File: src/hw/rtl/wrpm_pkg.sv
// wrpm_pkg: widths, limits, state codes and shared types for the windowed RMS power meter.
// No dependencies; every other file imports it.
package wrpm_pkg;

   localparam int MaxWindow = 65536;

   localparam int SampleW  = 10;
   localparam int BiasW    = 10;
   localparam int CoefW    = 16;
   localparam int CsrIdxW  = 2;
   localparam int CsrDataW = 16;
   localparam int RmsW     = 18;
   localparam int PowerW   = 24;
   localparam int WinCntW  = 17;

   localparam int CountW = $clog2(MaxWindow + 1);
   localparam int SqrW   = 2 * (SampleW + 1);
   localparam int SumW   = 35;
   localparam logic [SumW-1:0] SumMax = {SumW{1'b1}};

   // divide (sum << 16) / count, then take the root of the quotient
   localparam int DivW  = SumW + 16;
   localparam int SqW   = DivW + (DivW % 2);
   localparam int RootW = SqW / 2;
   localparam int AluW  = (CountW + 2 > RootW + 4) ? CountW + 2 : RootW + 4;
   localparam int StepW = $clog2(DivW);

   localparam int DiffW = RmsW + 1;
   localparam int ProdW = DiffW + CoefW + 1;

   typedef enum logic [CsrIdxW-1:0] {
      CSR_ADC_BIAS   = 2'd0,
      CSR_RMS_OFFSET = 2'd1,
      CSR_POWER_GAIN = 2'd2
   } csr_index_type;

   typedef enum logic [4:0] {
      ST_IDLE = 5'b00001,
      ST_DIV  = 5'b00010,
      ST_SQRT = 5'b00100,
      ST_MUL  = 5'b01000,
      ST_DONE = 5'b10000
   } state_type;

   typedef struct packed {
      logic [SumW-1:0]   sum;
      logic [CountW-1:0] count;
      logic              overflow;
   } window_type;

   typedef struct packed {
      logic [RmsW-1:0]          rms;
      logic signed [PowerW-1:0] power;
      logic [WinCntW-1:0]       count;
      logic                     overflow;
   } result_type;

endpackage

File: src/hw/rtl/wrpm_alu.sv
// wrpm_alu: shared subtract-and-compare unit for the divide and square-root steps.
// Depends on wrpm_pkg.
module wrpm_alu (
   input  logic [wrpm_pkg::AluW-1:0] a,
   input  logic [wrpm_pkg::AluW-1:0] b,
   output logic [wrpm_pkg::AluW-1:0] diff,
   output logic                      ge
);
   import wrpm_pkg::*;

   logic [AluW:0] wide;

   assign wide = {1'b0, a} - {1'b0, b};
   assign diff = wide[AluW-1:0];
   assign ge   = ~wide[AluW];
endmodule

File: src/hw/rtl/wrpm_accum.sv
// wrpm_accum: bias removal, square and saturating running sum with sample count.
// Depends on wrpm_pkg.
module wrpm_accum (
   input  logic                         clock,
   input  logic                         reset,
   input  logic                         accept,
   input  logic                         last,
   input  logic [wrpm_pkg::SampleW-1:0] sample,
   input  logic [wrpm_pkg::BiasW-1:0]   adc_bias,
   output wrpm_pkg::window_type         win_next
);
   import wrpm_pkg::*;

   logic [SumW-1:0]         sum_ff, sum_in;
   logic [CountW-1:0]       count_ff, count_in;
   logic                    ovf_ff, ovf_in;
   logic signed [SampleW:0] delta;
   logic signed [SqrW-1:0]  square;
   logic [SumW:0]           sum_add;
   logic                    full;

   assign delta   = $signed({1'b0, sample}) - $signed({1'b0, adc_bias});
   assign square  = SqrW'(delta) * SqrW'(delta);
   assign sum_add = {1'b0, sum_ff} + (SumW + 1)'($unsigned(square));
   assign full    = count_ff >= CountW'(MaxWindow);

   always_comb begin
      win_next.sum      = sum_ff;
      win_next.count    = count_ff;
      win_next.overflow = ovf_ff;
      if (full) begin
         win_next.overflow = 1'b1;
      end else begin
         win_next.sum   = sum_add[SumW] ? SumMax : sum_add[SumW-1:0];
         win_next.count = count_ff + 1'b1;
      end
   end

   always_comb begin
      sum_in   = sum_ff;
      count_in = count_ff;
      ovf_in   = ovf_ff;
      if (accept) begin
         // the flagged sample closes the window: clear after the snapshot
         if (last) begin
            sum_in   = '0;
            count_in = '0;
            ovf_in   = 1'b0;
         end else begin
            sum_in   = win_next.sum;
            count_in = win_next.count;
            ovf_in   = win_next.overflow;
         end
      end
   end

   always_ff @(posedge clock) begin
      if (reset) begin
         sum_ff   <= '0;
         count_ff <= '0;
         ovf_ff   <= 1'b0;
      end else begin
         sum_ff   <= sum_in;
         count_ff <= count_in;
         ovf_ff   <= ovf_in;
      end
   end
endmodule

File: src/hw/rtl/wrpm_engine.sv
// wrpm_engine: sequencer for restoring divide, digit-by-digit root and power scaling.
// Depends on wrpm_pkg and wrpm_alu.
module wrpm_engine (
   input  logic                       clock,
   input  logic                       reset,
   input  logic                       start,
   input  wrpm_pkg::window_type       win,
   input  logic [wrpm_pkg::CoefW-1:0] rms_offset,
   input  logic [wrpm_pkg::CoefW-1:0] power_gain,
   input  logic                       res_take,
   output logic                       busy,
   output logic                       res_valid,
   output wrpm_pkg::result_type       res
);
   import wrpm_pkg::*;

   localparam int PShW  = ProdW - 8;
   localparam int CntPW = (CountW > WinCntW) ? CountW : WinCntW;
   localparam logic signed [PShW-1:0] PowMax = PShW'(8388607);
   localparam logic signed [PShW-1:0] PowMin = -PShW'(8388608);

   state_type               state_ff, state_in;
   logic [StepW-1:0]        step_ff, step_in;
   logic [AluW-1:0]         rem_ff, rem_in;
   logic [DivW-1:0]         quo_ff, quo_in;
   logic [SqW-1:0]          rad_ff, rad_in;
   logic [RootW-1:0]        root_ff, root_in;
   logic [CountW-1:0]       divisor_ff, divisor_in;
   logic                    zero_ff, zero_in;
   logic [WinCntW-1:0]      cnt_ff, cnt_in;
   logic                    ovf_ff, ovf_in;
   logic signed [ProdW-1:0] prod_ff, prod_in;

   logic [AluW-1:0]         alu_a, alu_b, alu_diff;
   logic                    alu_ge;
   logic [AluW-1:0]         div_shift, sq_shift, sq_trial;
   logic [DivW-1:0]         quo_next;
   logic [CntPW-1:0]        cnt_pad;
   logic signed [DiffW-1:0] rms_diff;
   logic signed [PShW-1:0]  pow_sh;

   wrpm_alu u_alu (
      .a    (alu_a),
      .b    (alu_b),
      .diff (alu_diff),
      .ge   (alu_ge)
   );

   assign div_shift = {rem_ff[AluW-2:0], quo_ff[DivW-1]};
   assign sq_shift  = {rem_ff[AluW-3:0], rad_ff[SqW-1 -: 2]};
   assign sq_trial  = AluW'({root_ff, 2'b01});
   assign quo_next  = {quo_ff[DivW-2:0], alu_ge};
   assign cnt_pad   = CntPW'(win.count);
   assign rms_diff  = $signed({1'b0, root_ff[RmsW-1:0]}) - $signed(DiffW'(rms_offset));
   // arithmetic shift of the product floors toward minus infinity
   assign pow_sh    = prod_ff[ProdW-1:8];

   always_comb begin
      alu_a = sq_shift;
      alu_b = sq_trial;
      if (state_ff == ST_DIV) begin
         alu_a = div_shift;
         alu_b = AluW'(divisor_ff);
      end
   end

   always_comb begin
      state_in   = state_ff;
      step_in    = step_ff;
      rem_in     = rem_ff;
      quo_in     = quo_ff;
      rad_in     = rad_ff;
      root_in    = root_ff;
      divisor_in = divisor_ff;
      zero_in    = zero_ff;
      cnt_in     = cnt_ff;
      ovf_in     = ovf_ff;
      prod_in    = prod_ff;
      case (state_ff)
         ST_IDLE: begin
            if (start) begin
               quo_in     = DivW'({win.sum, 16'b0});
               divisor_in = win.count;
               zero_in    = (win.count == '0);
               cnt_in     = cnt_pad[WinCntW-1:0];
               ovf_in     = win.overflow;
               rem_in     = '0;
               step_in    = '0;
               state_in   = ST_DIV;
            end
         end
         ST_DIV: begin
            rem_in  = alu_ge ? alu_diff : div_shift;
            quo_in  = quo_next;
            step_in = step_ff + 1'b1;
            if (step_ff == StepW'(DivW - 1)) begin
               // empty window reads as a zero root
               rad_in   = zero_ff ? '0 : SqW'(quo_next);
               rem_in   = '0;
               root_in  = '0;
               step_in  = '0;
               state_in = ST_SQRT;
            end
         end
         ST_SQRT: begin
            rem_in  = alu_ge ? alu_diff : sq_shift;
            root_in = {root_ff[RootW-2:0], alu_ge};
            rad_in  = {rad_ff[SqW-3:0], 2'b00};
            step_in = step_ff + 1'b1;
            if (step_ff == StepW'(RootW - 1)) begin
               state_in = ST_MUL;
            end
         end
         ST_MUL: begin
            prod_in  = ProdW'(rms_diff) * ProdW'($signed({1'b0, power_gain}));
            state_in = ST_DONE;
         end
         ST_DONE: begin
            if (res_take) begin
               state_in = ST_IDLE;
            end
         end
         default: begin
            state_in = ST_IDLE;
         end
      endcase
   end

   always_ff @(posedge clock) begin
      if (reset) begin
         state_ff <= ST_IDLE;
         step_ff  <= '0;
      end else begin
         state_ff <= state_in;
         step_ff  <= step_in;
      end
   end

   always_ff @(posedge clock) begin
      rem_ff     <= rem_in;
      quo_ff     <= quo_in;
      rad_ff     <= rad_in;
      root_ff    <= root_in;
      divisor_ff <= divisor_in;
      zero_ff    <= zero_in;
      cnt_ff     <= cnt_in;
      ovf_ff     <= ovf_in;
      prod_ff    <= prod_in;
   end

   always_comb begin
      res.rms      = root_ff[RmsW-1:0];
      res.count    = cnt_ff;
      res.overflow = ovf_ff;
      if (pow_sh > PowMax) begin
         res.power = PowMax[PowerW-1:0];
      end else if (pow_sh < PowMin) begin
         res.power = PowMin[PowerW-1:0];
      end else begin
         res.power = pow_sh[PowerW-1:0];
      end
   end

   assign busy      = (state_ff != ST_IDLE);
   assign res_valid = (state_ff == ST_DONE);
endmodule

File: src/hw/rtl/windowed_rms_power_meter.sv
// windowed_rms_power_meter: top level with register file, accumulator, engine and result register.
// Depends on wrpm_pkg, wrpm_accum, wrpm_engine.
//
//   channel  direction  handshake            payload
//   req_     in         req_valid/req_stall  sample, last_sample
//   rsp_     out        rsp_valid/rsp_stall  rms_q8, power_q8, window_count, window_overflow
//   csr_     in         csr_valid/csr_ready  csr_index, csr_wdata
//
// A sample without the last flag only adds to the running sum; the next may follow at once.
// A flagged sample occupies the engine for 51 restoring divide steps and 26 root steps
// through the one shared subtractor, then a multiply state and a hand-off state.
// req_stall is high while the engine runs; a result waiting on rsp_stall holds the engine
// only if the next window finishes before it is taken. Reset restores register defaults
// and clears the window sum, count and overflow flag.
module windowed_rms_power_meter (
   input  logic                                clock,
   input  logic                                reset,
   input  logic                                req_valid,
   output logic                                req_stall,
   input  logic [wrpm_pkg::SampleW-1:0]        req_sample,
   input  logic                                req_last_sample,
   output logic                                rsp_valid,
   input  logic                                rsp_stall,
   output logic [wrpm_pkg::RmsW-1:0]           rsp_rms_q8,
   output logic signed [wrpm_pkg::PowerW-1:0]  rsp_power_q8,
   output logic [wrpm_pkg::WinCntW-1:0]        rsp_window_count,
   output logic                                rsp_window_overflow,
   input  logic                                csr_valid,
   output logic                                csr_ready,
   input  logic [wrpm_pkg::CsrIdxW-1:0]        csr_index,
   input  logic [wrpm_pkg::CsrDataW-1:0]       csr_wdata
);
   import wrpm_pkg::*;

   logic [BiasW-1:0] bias_ff, bias_in;
   logic [CoefW-1:0] offset_ff, offset_in;
   logic [CoefW-1:0] gain_ff, gain_in;
   logic             rsp_valid_ff, rsp_valid_in;
   result_type       out_ff, out_in;

   window_type       win_next;
   result_type       res;
   logic             busy, res_valid, res_take, accept, out_free;

   assign csr_ready = 1'b1;
   assign req_stall = busy;
   assign accept    = req_valid & ~busy;
   assign out_free  = ~rsp_valid_ff | ~rsp_stall;
   assign res_take  = res_valid & out_free;

   wrpm_accum u_accum (
      .clock    (clock),
      .reset    (reset),
      .accept   (accept),
      .last     (req_last_sample),
      .sample   (req_sample),
      .adc_bias (bias_ff),
      .win_next (win_next)
   );

   wrpm_engine u_engine (
      .clock      (clock),
      .reset      (reset),
      .start      (accept & req_last_sample),
      .win        (win_next),
      .rms_offset (offset_ff),
      .power_gain (gain_ff),
      .res_take   (res_take),
      .busy       (busy),
      .res_valid  (res_valid),
      .res        (res)
   );

   always_comb begin
      bias_in   = bias_ff;
      offset_in = offset_ff;
      gain_in   = gain_ff;
      if (csr_valid) begin
         case (csr_index)
            CSR_ADC_BIAS:   bias_in   = csr_wdata[BiasW-1:0];
            CSR_RMS_OFFSET: offset_in = csr_wdata;
            CSR_POWER_GAIN: gain_in   = csr_wdata;
            default:        ;
         endcase
      end
   end

   always_comb begin
      rsp_valid_in = rsp_valid_ff;
      out_in       = out_ff;
      if (res_take) begin
         rsp_valid_in = 1'b1;
         out_in       = res;
      end else if (rsp_valid_ff & ~rsp_stall) begin
         // drop the transaction once taken
         rsp_valid_in = 1'b0;
      end
   end

   always_ff @(posedge clock) begin
      if (reset) begin
         bias_ff      <= BiasW'(511);
         offset_ff    <= CoefW'(242);
         gain_ff      <= CoefW'(2476);
         rsp_valid_ff <= 1'b0;
      end else begin
         bias_ff      <= bias_in;
         offset_ff    <= offset_in;
         gain_ff      <= gain_in;
         rsp_valid_ff <= rsp_valid_in;
      end
   end

   always_ff @(posedge clock) begin
      out_ff <= out_in;
   end

   assign rsp_valid           = rsp_valid_ff;
   assign rsp_rms_q8          = out_ff.rms;
   assign rsp_power_q8        = out_ff.power;
   assign rsp_window_count    = out_ff.count;
   assign rsp_window_overflow = out_ff.overflow;
endmodule

File: config.mk
export PLATFORM = sky130hd
export DESIGN_NAME = windowed_rms_power_meter
export DESIGN_NICKNAME = d
export VERILOG_FILES = /design/src/hw/rtl/wrpm_pkg.sv /design/src/hw/rtl/wrpm_alu.sv /design/src/hw/rtl/wrpm_accum.sv /design/src/hw/rtl/wrpm_engine.sv /design/src/hw/rtl/windowed_rms_power_meter.sv
export SDC_FILE = /design/constraint.sdc
export NUM_CORES = 2
export LEC_CHECK = 0
export ABC_CLOCK_PERIOD_IN_PS = 28400
export BUFFER_PORTS_ARGS = -buffer_cell sky130_fd_sc_hd__clkbuf_2
export CELL_PAD_IN_SITES_DETAIL_PLACEMENT = 2
export CELL_PAD_IN_SITES_GLOBAL_PLACEMENT = 2
export CORE_ASPECT_RATIO = 1.25
export CORE_MARGIN = 4
export CORE_UTILIZATION = 45
export DETAILED_ROUTE_END_ITERATION = 10
export MAX_ROUTING_LAYER = met4
export PLACE_DENSITY = 0.95
export SETUP_SLACK_MARGIN = 0.5
export SYNTH_ARGS = -nofsm -noshare
export SYNTH_HDL_FRONTEND = slang
export SYNTH_SLANG_ARGS = --single-unit
File: constraint.sdc
create_clock -name clock -period 28.4 [get_ports clock]
set_input_delay 1.42 -clock clock [delete_from_list [all_inputs] [get_ports clock]]
set_output_delay 1.42 -clock clock [all_outputs]
set_load 0.03 [all_outputs]
==> metrics.cfg <==
[detailed_routing]
wl_um = 154100
num_vias = 30470
wire_per_inst_um = 31.67
postRouteAntennaNets = 0
drc = 0
dr.pass1.iters = 6
initialDrtViolationCount = 2523
viasPerCell = 6.261

[clock_tree]
post-cts-setup-buffers = 0
cts_tree = yes
ctsHoldBuffers = 0
cts.path.max_buffers = 3
cts_num_sinks = 372
htreeDepth = 2
clock_latency_ns = 0.64
cts-root-buf = clkbuf_16
cts_buffers = 43
cts_resized = 0
clk_pin_slew_worst_paths_ns = 0.08

[layout]
design_area_um2 = 38610
layout_common_cells = 576 x inv_1, 546 x nand2_1, 411 x fa_1
multi_input_area_um2 = 22740
nNetsFinal = 4432
num-fill-cells = 8198
synthToLayoutAreaGrowth_pct = 8.328
register_area_um2 = 10100
drive_gt1_share_pct = 7.017
final_common_cell = inv_1

[critical_path]
criticalPathCategory = in2reg
critPathMaxStageDelay_ns = 0.88
arrival_ns = 12.39
cpMaxStageDelayCell = a31o_1
crit_path_start_kind = input pin
cp-end-kind = flip-flop
worst-r2r-setup-slack_ns = 16.86
crit_required_ns = 28.78
critPathLaunch = req_sample[1]
regToRegEndpoint = u_engine.quo_ff[22]$_DFFE_PP_
crit_end = u_engine.quo_ff[22]$_DFFE_PP_
path_max_fanout = 28
reg2regPathDepth = 36
r2r_start = bias_ff[1]$_SDFFE_PP1P_

[sta]
fmax_mhz = 83.24
maxSlewHeadroom_pct = 15.17
final.min_clock_period_ns = 12.01
setup_tns_ns = 0
setup_viol = 0
rsz0062_at_grt = false
max_slew.worst_pin.slew_ns = 1.272
maxSlewViolCount = 0
skew_ns = 0.03103
fin_crit_sh_pct = 42.30
fin_ws_ns = 16.39
final_hold_viol_count = 0

[place]
place_ws_ns = 16.46
placed_area_um2 = 37110
port_buffers = 95
gp_congestion = 0.8497
hpwl_um = 107400

[synth]
syn_area_um2 = 35640
synth_area_per_cell_um2 = 9.453
synth_edf_count = 265
synth_flop_cell = edfxtp_1
yosysSeqAreaShare_pct = 28.34
muxShareOfSynthArea_pct = 1.053
yosysUniqueCellTypes = 104
synth.top_cells.by_area = fa_1 23%, edfxtp_1 22%, ha_1 7.6%
yosys.area_share.simple_pct = 16.72
synth_top_area_share_pct = 23.09
synthAdderAreaFrac_pct = 30.71
synth_xor_area_share_pct = 3.486
synth_top_family_by_area = adder cells
postSynth.asyncResetShare_pct = 0
synth_cells = 3770
synth_seq_cells = 372
syn_nets = 4432
synth_compound_area_share_pct = 11.48
yosysTopAreaCell = fa_1
yosysWarningCount = 0

[floorplanning]
rows = 115
die-area_um2 = 83790
core_um2 = 78560
die_x_um = 259.7
ios = 97
die_h_um = 322.6
initial_core_util_pct = 45.36

[run]
drv_cap = 0

[global_route]
grt.total_usage_pct = 37.77
antenna_found_initial = 10
grt_pass1_wl_um = 232400
grt_pass1_vias = 35950
grt_max_degree = 105
grt-ovfl-total = 0

[run_status]
status = complete, no violations

[worst_hold_path]
hp-class = reg2reg

## area by class of cell
| cell class | instances | area share [%] |
|---|---|---|
| diodes | 8 | 0.05186 |
| clock buffers | 60 | 3.170 |
| clock inverters | 20 | 0.6612 |
| inverters | 577 | 5.610 |
| multi-input cells | 2640 | 58.90 |
| flip-flops and latches | 372 | 26.16 |
| well taps | 1053 | 3.413 |
| repair buffers | 136 | 2.029 |
## state kept, by name, indices dropped and copies added, names as in the netlist, 16 cells and up
| signal | count |
|---|---|
| u_accum.sum_ff | 35 |
| u_engine.root_ff | 26 |
| rsp_window_count | 17 |
| u_accum.count_ff | 17 |
| u_engine.rad_ff | 52 |
| rsp_rms_q8 | 18 |
| rsp_power_q8 | 24 |
| u_engine.quo_ff | 51 |
| gain_ff | 16 |
| u_engine.rem_ff | 29 |
| u_engine.prod_ff | 28 |
| u_engine.divisor_ff | 17 |
| offset_ff | 16 |
## worst min path at each step
stage / from / to / slack [ns] / cells past startpoint
6_report: offset_ff[14]$_SDFFE_PP0P_ / offset_ff[14]$_SDFFE_PP0P_ / 0.52 / 2
5_1_grt: u_engine.divisor_ff[8]$_DFFE_PP_ / rsp_window_count[8]$_DFFE_PP_ / 0.54 / 0
4_1_cts: offset_ff[8]$_SDFFE_PP0P_ / offset_ff[8]$_SDFFE_PP0P_ / 0.51 / 2
3_5_place_dp: offset_ff[6]$_SDFFE_PP1P_ / offset_ff[6]$_SDFFE_PP1P_ / 0.48 / 2
3_3_place_gp: u_accum.ovf_ff$_SDFFE_PP0P_ / u_accum.ovf_ff$_SDFFE_PP0P_ / 0.44 / 2
2_1_floorplan: u_engine.ovf_ff$_DFFE_PP_ / rsp_window_overflow$_DFFE_PP_ / 0.40 / 0
## synthesized netlist by cell type (10+ instances only)
cell type,n
nand2_1,546
inv_1,576
a221oi_1,21
and4_1,17
xnor2_1,93
edfxtp_1,265
xor2_1,47
a22oi_1,13
a21o_1,69
o311ai_0,10
buf_1,12
dfxtp_1,107
a21oi_1,146
ha_1,217
o21ai_0,150
a211oi_1,19
o211ai_1,25
nor2b_1,23
nor2_1,170
or3_1,13
nand2b_1,30
and3_1,20
and2_1,189
nand4_1,15
clkbuf_1,147
a211o_1,10
mux2i_1,30
fa_1,411
nand3_1,25
o21a_1,17
nor3_1,56
buf_2,11
o22ai_1,13
nand3b_1,82
o21bai_1,18
## worst max-delay path: cells and delay by family
family	cells	cell delay [ns]
adders and majority gates	8	3.81
xor gates and xnor gates	2	0.72
AOI/OAI and AO/OA	15	4.57
buffers and inverters	6	0.91
and+or+nand+nor	5	0.98
## stage by stage
stage	cells	util (%)	hold slack, ns
floorplan	3770	-	0.4003
global placement	4778	47.23	0.4395
detailed placement	4778	47.23	0.4809
CTS	4858	49.11	0.5122
global route	4866	49.14	0.5389
finish	4866	49.14	0.5168
## cell families after synthesis
group / count (synthesis)
DFF: 372
xor gates and xnor gates: 141
buffers and inverters: 758
adders and majority gates: 628
AOI/OAI and AO/OA: 614
muxes: 36
other: 1
and+or+nand+nor: 1220
## metal layers
metal  vias to the layer above  share of wire [%]  global-route usage (%)
li1                      12360                  -                       -
met1                     15720                 34                   37.94
met2                      1602                 53                   68.13
met3                       788                5.0                   5.332
met4                         0                8.3                   25.04
met5                         -                  0                       -
Power is not shown: default switching activity piles up to over one toggle a cycle in this logic, so the estimate is an artifact.
